<file path="src/rtl/usb_ep0_standard_request_handler_defines.svh">
// assertion macros for the control endpoint request handler
`ifndef USB_EP0_STANDARD_REQUEST_HANDLER_DEFINES_SVH
`define USB_EP0_STANDARD_REQUEST_HANDLER_DEFINES_SVH

`ifndef ASSERT_OFF
`define USBEP0_ASSERT(label, clk, rst_n, prop, msg) \
    label: assert property (@(posedge clk) disable iff (!rst_n) (prop)) else $error(msg);
`define USBEP0_ASSERT_NEXT(label, clk, rst_n, pre, post, msg) \
    label: assert property (@(posedge clk) disable iff (!rst_n) (pre) |=> (post)) else $error(msg);
`else
`define USBEP0_ASSERT(label, clk, rst_n, prop, msg)
`define USBEP0_ASSERT_NEXT(label, clk, rst_n, pre, post, msg)
`endif

`endif

</file>
<file path="src/rtl/usbep0_pkg.sv">
// shared types and constants of the control endpoint request handler
`timescale 1ns / 1ps

package usbep0_pkg;

    typedef enum logic [2:0] {
        ACT_ZLP     = 3'd0,
        ACT_SEND    = 3'd1,
        ACT_STALL   = 3'd2,
        ACT_FORWARD = 3'd3,
        ACT_RESET   = 3'd4
    } t_action;

    typedef enum logic [2:0] {
        SRC_NONE   = 3'd0,
        SRC_CURCFG = 3'd1,
        SRC_DEVICE = 3'd2,
        SRC_CONFIG = 3'd3,
        SRC_STRING = 3'd4
    } t_src;

    typedef enum logic [1:0] {
        ST_DEFAULT    = 2'd0,
        ST_ADDRESS    = 2'd1,
        ST_CONFIGURED = 2'd2
    } t_dev_state;

    localparam logic OP_SETUP     = 1'b0;
    localparam logic OP_BUS_RESET = 1'b1;

    localparam logic [7:0] RT_IN_STD_DEV  = 8'h80;
    localparam logic [7:0] RT_OUT_STD_DEV = 8'h00;

    localparam logic [7:0] RQ_SET_ADDRESS       = 8'd5;
    localparam logic [7:0] RQ_GET_DESCRIPTOR    = 8'd6;
    localparam logic [7:0] RQ_GET_CONFIGURATION = 8'd8;
    localparam logic [7:0] RQ_SET_CONFIGURATION = 8'd9;

    localparam logic [7:0] DT_DEVICE = 8'd1;
    localparam logic [7:0] DT_CONFIG = 8'd2;
    localparam logic [7:0] DT_STRING = 8'd3;

    localparam logic [15:0] ADDR_MASK          = 16'h007f;
    localparam logic [15:0] DEVICE_DESC_LENGTH = 16'd18;
    localparam logic [15:0] CURCFG_LENGTH      = 16'd1;

    localparam int          APB_ADDR_W = 4;
    localparam logic [1:0]  REG_CONFIG_VALUE       = 2'd0;
    localparam logic [1:0]  REG_CONFIG_DESC_LENGTH = 2'd1;
    localparam logic [1:0]  REG_STRING_COUNT       = 2'd2;

    localparam logic [7:0] RST_CONFIG_VALUE       = 8'd1;
    localparam logic [7:0] RST_CONFIG_DESC_LENGTH = 8'd0;
    localparam logic [7:0] RST_STRING_COUNT       = 8'd0;

    typedef struct packed {
        logic        opcode;
        logic [7:0]  request_type;
        logic [7:0]  request_code;
        logic [15:0] request_value;
        logic [15:0] request_index;
        logic [15:0] request_length;
    } t_in_word;

    typedef struct packed {
        t_action     action;
        t_src        data_source;
        logic [7:0]  string_number;
        logic [15:0] send_length;
        t_dev_state  device_state_out;
        logic [6:0]  device_address;
        logic [7:0]  active_configuration;
        logic        configured_event;
    } t_out_word;

    typedef struct packed {
        logic [7:0] config_value;
        logic [7:0] config_desc_length;
        logic [7:0] string_count;
    } t_cfg_regs;

    typedef struct packed {
        t_dev_state state;
        logic [6:0] address;
        logic [7:0] configuration;
    } t_dev_regs;

endpackage

</file>
<file path="src/rtl/usb_ep0_standard_request_handler.sv">
// top level: input register, request decode, device state and result register
// a word taken into the input register is decoded and its result is registered in the result register once that is free
// throughput: one word per cycle while i_out_ready stays high, set by the single decode stage between the registers
// while a result waits at the output the input register takes one more word, then stalls
// reset: synchronous, active low; clears device state, address, configuration and
// both valid flags, and returns the configuration registers to their reset values
`timescale 1ns / 1ps
`include "usb_ep0_standard_request_handler_defines.svh"

module usb_ep0_standard_request_handler
    import usbep0_pkg::*;
(
    input  logic                  i_clk,
    input  logic                  i_rst_n,
    input  logic                  i_in_valid,
    output logic                  o_in_ready,
    input  t_in_word              i_in_word,
    output logic                  o_out_valid,
    input  logic                  i_out_ready,
    output t_out_word             o_out_word,
    input  logic                  psel,
    input  logic                  penable,
    input  logic                  pwrite,
    input  logic [APB_ADDR_W-1:0] paddr,
    input  logic [31:0]           pwdata,
    output logic [31:0]           prdata,
    output logic                  pready
);

    t_cfg_regs w_cfg;
    logic      r_in_valid;
    t_in_word  r_in;
    logic      r_out_valid;
    t_out_word r_out;
    t_dev_regs r_dev;
    t_dev_regs w_dev_next;
    t_out_word w_result;
    logic      w_adv;
    logic      w_take;

    assign w_adv      = r_in_valid && (!r_out_valid || i_out_ready);
    assign o_in_ready = !r_in_valid || w_adv;
    assign w_take     = i_in_valid && o_in_ready;
    assign o_out_valid = r_out_valid;
    assign o_out_word  = r_out;

    usbep0_apb_regs u_regs (
        .i_clk   (i_clk),
        .i_rst_n (i_rst_n),
        .psel    (psel),
        .penable (penable),
        .pwrite  (pwrite),
        .paddr   (paddr),
        .pwdata  (pwdata),
        .prdata  (prdata),
        .pready  (pready),
        .o_cfg   (w_cfg)
    );

    usbep0_decode u_decode (
        .i_word     (r_in),
        .i_cfg      (w_cfg),
        .i_dev      (r_dev),
        .o_result   (w_result),
        .o_dev_next (w_dev_next)
    );

    always_ff @(posedge i_clk) begin
        if (!i_rst_n) begin
            r_in_valid        <= 1'b0;
            r_out_valid       <= 1'b0;
            r_dev.state         <= ST_DEFAULT;
            r_dev.address       <= 7'd0;
            r_dev.configuration <= 8'd0;
        end else begin
            if (w_take) begin
                r_in_valid <= 1'b1;
            end else if (w_adv) begin
                r_in_valid <= 1'b0;
            end
            if (w_adv) begin
                r_out_valid <= 1'b1;
                r_dev       <= w_dev_next;
            end else if (i_out_ready) begin
                r_out_valid <= 1'b0;
            end
        end
    end

    always_ff @(posedge i_clk) begin
        if (w_take) begin
            r_in <= i_in_word;
        end
        if (w_adv) begin
            r_out <= w_result;
        end
    end

    `USBEP0_ASSERT(a_cfg_nonzero, i_clk, i_rst_n,
        (r_dev.state != ST_CONFIGURED) || (r_dev.configuration != 8'd0),
        "configured state with configuration zero")
    `USBEP0_ASSERT(a_default_addr, i_clk, i_rst_n,
        (r_dev.state != ST_DEFAULT) || ((r_dev.address == 7'd0) && (r_dev.configuration == 8'd0)),
        "default state with address or configuration set")
    `USBEP0_ASSERT_NEXT(a_bus_reset, i_clk, i_rst_n,
        w_adv && (r_in.opcode == OP_BUS_RESET),
        (r_dev.state == ST_DEFAULT) && (r_out.action == ACT_RESET),
        "bus reset did not return to default state")
    `USBEP0_ASSERT(a_event_state, i_clk, i_rst_n,
        !(r_out_valid && r_out.configured_event) || (r_out.device_state_out == ST_CONFIGURED),
        "configured event outside configured state")

endmodule

</file>
<file path="src/rtl/usbep0_apb_regs.sv">
// configuration registers behind the apb port
`timescale 1ns / 1ps

module usbep0_apb_regs
    import usbep0_pkg::*;
(
    input  logic                  i_clk,
    input  logic                  i_rst_n,
    input  logic                  psel,
    input  logic                  penable,
    input  logic                  pwrite,
    input  logic [APB_ADDR_W-1:0] paddr,
    input  logic [31:0]           pwdata,
    output logic [31:0]           prdata,
    output logic                  pready,
    output t_cfg_regs             o_cfg
);

    t_cfg_regs  r_cfg;
    t_cfg_regs  n_cfg;
    logic [1:0] w_index;
    logic       w_write;

    assign w_index = paddr[3:2];
    assign w_write = psel && penable && pwrite;
    assign pready  = 1'b1;
    assign o_cfg   = r_cfg;

    always_comb begin
        n_cfg = r_cfg;
        if (w_write) begin
            case (w_index)
                REG_CONFIG_VALUE:       n_cfg.config_value       = pwdata[7:0];
                REG_CONFIG_DESC_LENGTH: n_cfg.config_desc_length = pwdata[7:0];
                REG_STRING_COUNT:       n_cfg.string_count       = pwdata[7:0];
                default:                n_cfg = r_cfg;
            endcase
        end
    end

    always_comb begin
        case (w_index)
            REG_CONFIG_VALUE:       prdata = {24'd0, r_cfg.config_value};
            REG_CONFIG_DESC_LENGTH: prdata = {24'd0, r_cfg.config_desc_length};
            REG_STRING_COUNT:       prdata = {24'd0, r_cfg.string_count};
            default:                prdata = 32'd0;
        endcase
    end

    always_ff @(posedge i_clk) begin
        if (!i_rst_n) begin
            r_cfg.config_value       <= RST_CONFIG_VALUE;
            r_cfg.config_desc_length <= RST_CONFIG_DESC_LENGTH;
            r_cfg.string_count       <= RST_STRING_COUNT;
        end else begin
            r_cfg <= n_cfg;
        end
    end

endmodule

</file>
<file path="src/rtl/usbep0_decode.sv">
// standard request decode and device state update for one word
`timescale 1ns / 1ps

module usbep0_decode
    import usbep0_pkg::*;
(
    input  t_in_word  i_word,
    input  t_cfg_regs i_cfg,
    input  t_dev_regs i_dev,
    output t_out_word o_result,
    output t_dev_regs o_dev_next
);

    function automatic logic [15:0] clip_len(input logic [15:0] have, input logic [15:0] wanted);
        clip_len = (have < wanted) ? have : wanted;
    endfunction

    logic [7:0] w_hi;
    logic [7:0] w_lo;
    logic [6:0] w_addr;
    logic       w_in_std;
    logic       w_out_std;
    t_action    w_action;
    t_src       w_src;
    logic [7:0] w_strnum;
    logic [15:0] w_slen;
    logic       w_event;
    t_dev_regs  w_dev;

    assign w_hi      = i_word.request_value[15:8];
    assign w_lo      = i_word.request_value[7:0];
    assign w_addr    = 7'(i_word.request_value & ADDR_MASK);
    assign w_in_std  = (i_word.request_type == RT_IN_STD_DEV);
    assign w_out_std = (i_word.request_type == RT_OUT_STD_DEV);

    always_comb begin
        w_action = ACT_FORWARD;
        w_src    = SRC_NONE;
        w_strnum = 8'd0;
        w_slen   = 16'd0;
        w_event  = 1'b0;
        w_dev    = i_dev;
        if (i_word.opcode == OP_BUS_RESET) begin
            w_dev.state         = ST_DEFAULT;
            w_dev.address       = 7'd0;
            w_dev.configuration = 8'd0;
            w_action            = ACT_RESET;
        end else if (i_word.request_code == RQ_GET_CONFIGURATION && w_in_std) begin
            if (i_dev.state inside {ST_ADDRESS, ST_CONFIGURED}) begin
                w_action = ACT_SEND;
                w_src    = SRC_CURCFG;
                w_slen   = clip_len(CURCFG_LENGTH, i_word.request_length);
            end
        end else if (i_word.request_code == RQ_GET_DESCRIPTOR && w_in_std) begin
            if (w_hi == DT_DEVICE) begin
                w_action = ACT_SEND;
                w_src    = SRC_DEVICE;
                w_slen   = clip_len(DEVICE_DESC_LENGTH, i_word.request_length);
            end else if (w_hi == DT_CONFIG && w_lo == 8'd0) begin
                w_action = ACT_SEND;
                w_src    = SRC_CONFIG;
                w_slen   = clip_len({8'd0, i_cfg.config_desc_length}, i_word.request_length);
            end else if (w_hi == DT_STRING && w_lo < i_cfg.string_count) begin
                w_action = ACT_SEND;
                w_src    = SRC_STRING;
                w_strnum = w_lo;
                w_slen   = i_word.request_length;
            end
        end else if (i_word.request_code == RQ_SET_ADDRESS && w_out_std) begin
            if (i_dev.state inside {ST_DEFAULT, ST_ADDRESS}) begin
                w_dev.address = w_addr;
                w_dev.state   = (w_addr != 7'd0) ? ST_ADDRESS : ST_DEFAULT;
                w_action      = ACT_ZLP;
            end
        end else if (i_word.request_code == RQ_SET_CONFIGURATION && w_out_std) begin
            if (i_dev.state inside {ST_ADDRESS, ST_CONFIGURED}) begin
                if (w_lo == 8'd0) begin
                    w_dev.state         = ST_ADDRESS;
                    w_dev.configuration = 8'd0;
                    w_action            = ACT_ZLP;
                end else if (w_lo == i_cfg.config_value) begin
                    w_dev.state         = ST_CONFIGURED;
                    w_dev.configuration = w_lo;
                    w_event             = 1'b1;
                    w_action            = ACT_ZLP;
                end
            end
        end
    end

    assign o_dev_next = w_dev;

    always_comb begin
        o_result.action               = w_action;
        o_result.data_source          = w_src;
        o_result.string_number        = w_strnum;
        o_result.send_length          = w_slen;
        o_result.device_state_out     = w_dev.state;
        o_result.device_address       = w_dev.address;
        o_result.active_configuration = w_dev.configuration;
        o_result.configured_event     = w_event;
    end

endmodule

</file>
<file path="config.mk">
export PLATFORM = sky130hd
export DESIGN_NAME = usb_ep0_standard_request_handler
export DESIGN_NICKNAME = d
export VERILOG_FILES = /design/src/rtl/usbep0_pkg.sv /design/src/rtl/usb_ep0_standard_request_handler.sv /design/src/rtl/usbep0_apb_regs.sv /design/src/rtl/usbep0_decode.sv
export VERILOG_INCLUDE_DIRS = /design/src /design/src/rtl
export SDC_FILE = /design/constraint.sdc
export NUM_CORES = 1
export LEC_CHECK = 0
export BUFFER_PORTS_ARGS = -buffer_cell sky130_fd_sc_hd__buf_4
export CORE_ASPECT_RATIO = 2
export CORE_MARGIN = 5
export CORE_UTILIZATION = 50
export CTS_BUF_LIST = sky130_fd_sc_hd__clkbuf_4 sky130_fd_sc_hd__clkbuf_8
export DETAILED_ROUTE_END_ITERATION = 8
export PLACE_DENSITY = 0.88
export REMOVE_ABC_BUFFERS = 1
export SETUP_SLACK_MARGIN = 0.5
export SLEW_MARGIN = 20
export SYNTH_ARGS = -nofsm -noshare
export SYNTH_HDL_FRONTEND = slang
export SYNTH_HIERARCHICAL = 1
export SYNTH_SLANG_ARGS = --single-unit
</file>
<file path="constraint.sdc">
create_clock -name i_clk -period 4.29 [get_ports i_clk]
set_clock_uncertainty 0.2 [all_clocks]
set_input_delay 0.429 -clock i_clk [delete_from_list [all_inputs] [get_ports i_clk]]
set_output_delay 0.429 -clock i_clk [all_outputs]
set_load 0.05 [all_outputs]
</file>
==> impl_metrics.ini, run 1 <==
[placed_design]
portBuffers = 123
place_hpwl_um = 10600
gp_congestion = 0.866

[clock_tree]
clock-sinks = 140
tritoncts = done
cts_made_buffers = 17
postCtsHoldBufs = 49
cts_max_level = 4
post_cts_buffers = 0
post_cts_resized = 0
insertion_delay_ns = 0.45
cts-root-buf = clkbuf_8
clk_pin_slew_ns = 0.08
cts_buffer_depth = 2

[sta]
finalMaxSlewViolations = 0
slew_headroom_pct = 41.9
rsz0062_at_grt = no
finalHoldViolations = 0
tns_ns = 0
max_freq_ghz = 0.356
period_share_pct = 65.4
fin_crit_ns = 2.81
worstMarginPinSlew_ns = 0.865
setup_viol = 0

[pwr]
p_int_mw = 2.09
clkPwrFrac_pct = 34.4
combPwrFrac_pct = 12.1
p_seq_share_pct = 53.4
switchingPower_uw = 773
power.leakage_nw = 3.13
p_per_area_nw_per_um2 = 349
sw_frac_of_total_pct = 27.0
ir_drop_v = 0.000286

[worst_hold_path]
whs_endpoint = r_in_valid
min_path_cells = 3
hp-start = i_in_valid
holdCritPathClass = primary input to flip-flop

[worst_setup_path]
r2r-start = r_in[10]
cp.required_ns = 4.40
critPathKind = flip-flop to flip-flop
r2r_slack_ns = 1.48
worst-path-max-fanout = 8
crit_path_start_kind = flip-flop
r2r-end = o_out_word[27]
startpoint = r_in[10]
worstSetupEndpointType = flip-flop
reg2reg_depth = 6
arrival_ns = 2.92

[global_routing]
antenna_found_initial = 0
track_usage_pct = 19.2
overflow = 0
grt_start_max_net_pins = 70
grt_pass1_wl_um = 23400
grt_pass1_vias = 4787

[route]
wl_per_cell_um = 17.3
firstDrtPassIters = 5
ant_nets = 0
dr_total_vias = 4556
wirelength_um = 14800
via_per_inst = 5.30
drt_iter0_drc = 284
remaining_drc_errors = 0

[synth]
synth_area_per_cell_um2 = 12.2
ys_warn_count = 6
netlist_area_um2 = 6550
syn_inst = 538

[finish]
nets = 818
multiInputGateArea_um2 = 2380
seqCellArea_um2 = 3770
antenna_cells = 0
fillers = 958
syn_to_final_growth_pct = 25.2
utilization_pct = 63.5
drive_above_1_share_pct = 26.0

[status]
status = finished, final reports clean

[die]
core_um2 = 12900
boundaryPins = 191
die_x_um = 91.0
initial_utilization_pct = 50.7
die_area_um2 = 15600
fp-row-count = 59
die_h_um = 172

[run]
drv_cap = 0
cell usage in the layout (no fill, tap or decap), types with 4 or more instances in the layout:
master	count
dfxtp_1	43
nand3_1	7
nor4_1	7
conb_1	25
nand2_1	90
nor2b_1	7
o21ai_0	10
ha_1	16
xor2_1	8
mux2i_1	56
o21a_1	4
a21oi_1	9
clkbuf_8	17
a22o_1	10
inv_1	16
and2_1	18
buf_4	126
clkinvlp_4	7
dlygate4sd3_1	49
edfxtp_1	97
nor2_1	15
per-layer routing:
metal / GRT usage, % / wire length [um]
met1: 18.4 / 5140
met2: 36.0 / 8190
met3: 4.57 / 845
met4: 12.0 / 666
met5: 0 / 0
through the flow:
stage                     power, mW  std cells  area [um2]  hold WS (ns)  setup WS (ns)
after floorplan                1.75        500        6200         0.234           1.10
after global placement         1.86        778        7350         0.242           1.56
after detailed placement       1.87        778        7350         0.255           1.42
after CTS                      2.88        859        8210       0.00371           1.38
after global routing           2.97        859        8210        0.0226           1.23
final                          2.87        859        8210        0.0237           1.48
worst max path at each step:
stage	end	slack, ns	depth (start not counted)
2_1_floorplan	o_out_word[0]	1.10	2
3_3_place_gp	o_out_word[32]	1.56	6
3_5_place_dp	o_out_word[28]	1.42	6
4_1_cts	o_out_word[28]	1.38	6
5_1_grt	o_out_word[27]	1.23	6
6_report	o_out_word[27]	1.48	6
worst max-delay path, cell delays in order, from the launching register on:
cell      delay, ns
edfxtp_1       0.40
nor4_1         0.53
nand2_1        0.29
o311ai_2       0.46
nand3_2        0.22
o31ai_4        0.34
and2_1         0.22
sequential cells by signal (all words and copies together), names as in the netlist:
register and flops:
r_dev 17, o_out_word 48, u_regs/o_cfg 24, r_in 49, o_out_valid 1, r_in_valid 1
area by class of cell:
class	instances	share of cell area, %
clock buffers	19	3.03
clock inverters	13	1.45
inverters	16	0.732
multi-input cells	344	29.0
flip-flops and latches	140	46.0
well taps	152	2.32
repair buffers	175	17.5
power by group through the flow:
stage	registers [mW]	logic, mW	clock network (mW)
2_1_floorplan	1.63	0.121	0
3_3_place_gp	1.56	0.304	0
3_5_place_dp	1.56	0.309	0
4_1_cts	1.53	0.346	1.00
5_1_grt	1.54	0.368	1.06
6_report	1.53	0.347	0.988
Power figures use the tool's default switching activity.
==> run 2: changes to the inputs <==
- CORE_UTILIZATION: 50 -> 49
- PLACE_DENSITY: 0.88 -> 0.89
- clock period: 4.29 -> 2.55 ns (I/O delays scaled with it)
==> run 2 against run 1 <==
Critical endpoint is now o_out_word[33]. Global-route usage up 3.4 points. Count of clock-buffer cells in the layout increased by 2. Via count increased by 11%. Largest cell class unchanged. Register-to-register slack worse by 1.4 ns. Maximum frequency is 13% higher. Utilization is 8.1 points higher. Clock power grew 89%. Critical path depth stayed put.
==> impl_metrics.ini, run 2 (synthesis gave the netlist of run 1 again) <==
[sta]
max_freq_ghz = 0.401
worstMarginPinSlew_ns = 0.689
slew_headroom_pct = 54.1
rsz0062_at_grt = yes
finalHoldViolations = 0
period_share_pct = 97.7
fin_crit_ns = 2.49
setup_viol = 0
tns_ns = 0
finalMaxSlewViolations = 0

[worst_setup_path]
cp.required_ns = 2.67
arrival_ns = 2.61
critPathKind = flip-flop to flip-flop
worst-path-max-fanout = 8
crit_path_start_kind = flip-flop
reg2reg_depth = 6
worstSetupEndpointType = flip-flop

[clock_tree]
clock-sinks = 140
cts_buffer_depth = 2
cts_max_level = 4
clk_pin_slew_ns = 0.08
cts_made_buffers = 17
tritoncts = done
cts-root-buf = clkbuf_8
insertion_delay_ns = 0.45

[pwr]
p_per_area_nw_per_um2 = 549
power.leakage_nw = 3.71
ir_drop_v = 0.000452

[route]
met1Wirelength_um = 5920
remaining_drc_errors = 0
dr_wl_met2_um = 10300
met3_length_um = 995
ant_nets = 0
firstDrtPassIters = 5
dr_total_vias = 5076
top_layer = met4
via_per_inst = 5.41
drt_iter0_drc = 224
wl_per_cell_um = 19.5
wirelength_um = 18300

[global_routing]
grt_start_max_net_pins = 70
overflow = 0
grt_pass1_vias = 5418
antenna_found_initial = 0
track_usage_pct = 22.6
grt_pass1_wl_um = 27500

[finish]
drive_above_1_share_pct = 38.1
seqCellArea_um2 = 3780
fillers = 829
syn_to_final_growth_pct = 42.8
nets = 898
design_area_um2 = 9360
multiInputGateArea_um2 = 2730
final_common_cell = buf_4
antenna_cells = 0
instances_no_fill = 939
largest_register_ff_count = 49
largest-register = r_in
final_cell_mix = buf_4, edfxtp_1, nand2_1

[die]
core_um2 = 13100
die_x_um = 91.8
fp-row-count = 59
boundaryPins = 191
initial_utilization_pct = 50.2
die_area_um2 = 15900
die_h_um = 174

[run]
drv_cap = 0

[placed_design]
place_hpwl_um = 11800
placed_cell_area_um2 = 7640
placed_cells = 809
gp_congestion = 0.844
portBuffers = 123

[status]
status = finished, final reports clean

[worst_hold_path]
min_path_cells = 3
holdCritPathClass = primary input to flip-flop
-- run 2: what timing repair did --
action | 4_1_cts | 5_1_grt
gates cloned | 0 | 2
setup endpoints to repair | 62 | 67
resized for setup | 56 | 26
pin swaps | 39 | 25
setup buffers | 21 | 15
hold buffers | 60 | 0
hold endpoints to repair | 75 | 0
-- run 2: stage by stage --
stage	power [mW]	worst slack (ns)	hold WS [ns]	util, %
after floorplan	2.94	-0.636	0.154	-
after detailed placement	3.18	-0.00850	0.234	58.5
after global placement	3.16	0.0256	0.233	58.5
after global routing	5.33	-0.0102	0.0637	71.6
after CTS	5.14	0.174	0.0355	69.9
final	5.14	0.0591	0.0575	71.6
-- run 2: per-layer routing --
metal | GRT usage (%) | vias to the layer above
met4 | 15.0 | 0
li1 | - | 2337
met3 | 4.47 | 65
met5 | 0 | -
met1 | 21.6 | 2454
met2 | 42.2 | 220
-- run 2: layout make-up --
class / instances / area share (%)
repair buffers: 254 / 23.4
well taps: 152 / 2.03
multi-input cells: 345 / 29.1
clock inverters: 11 / 1.55
flip-flops and latches: 140 / 40.3
clock buffers: 21 / 2.89
inverters: 16 / 0.642
-- run 2: critical path, cell delays in order (launching register included) --
cell,delay [ns]
edfxtp_1,0.37
or4_4,0.56
nor3_4,0.31
and3_4,0.29
a21boi_4,0.08
o31ai_4,0.32
and2_4,0.22
-- run 2: power by group --
part | internal (mW) | switching [mW]
Combinational | 0.274 | 0.421
Clock | 1.03 | 0.846
Sequential | 2.52 | 0.0582
Total | 3.82 | 1.32
-- run 2: worst paths after layout --
check | end | from | slack (ns)
max | o_out_word[33] | r_in[47] | 0.06
min | u_regs/o_cfg[17] | paddr[3] | 0.06
max reg2reg | o_out_word[33] | r_in[47] | 0.06
min reg2reg | r_dev[9] | r_dev[9] | 0.27
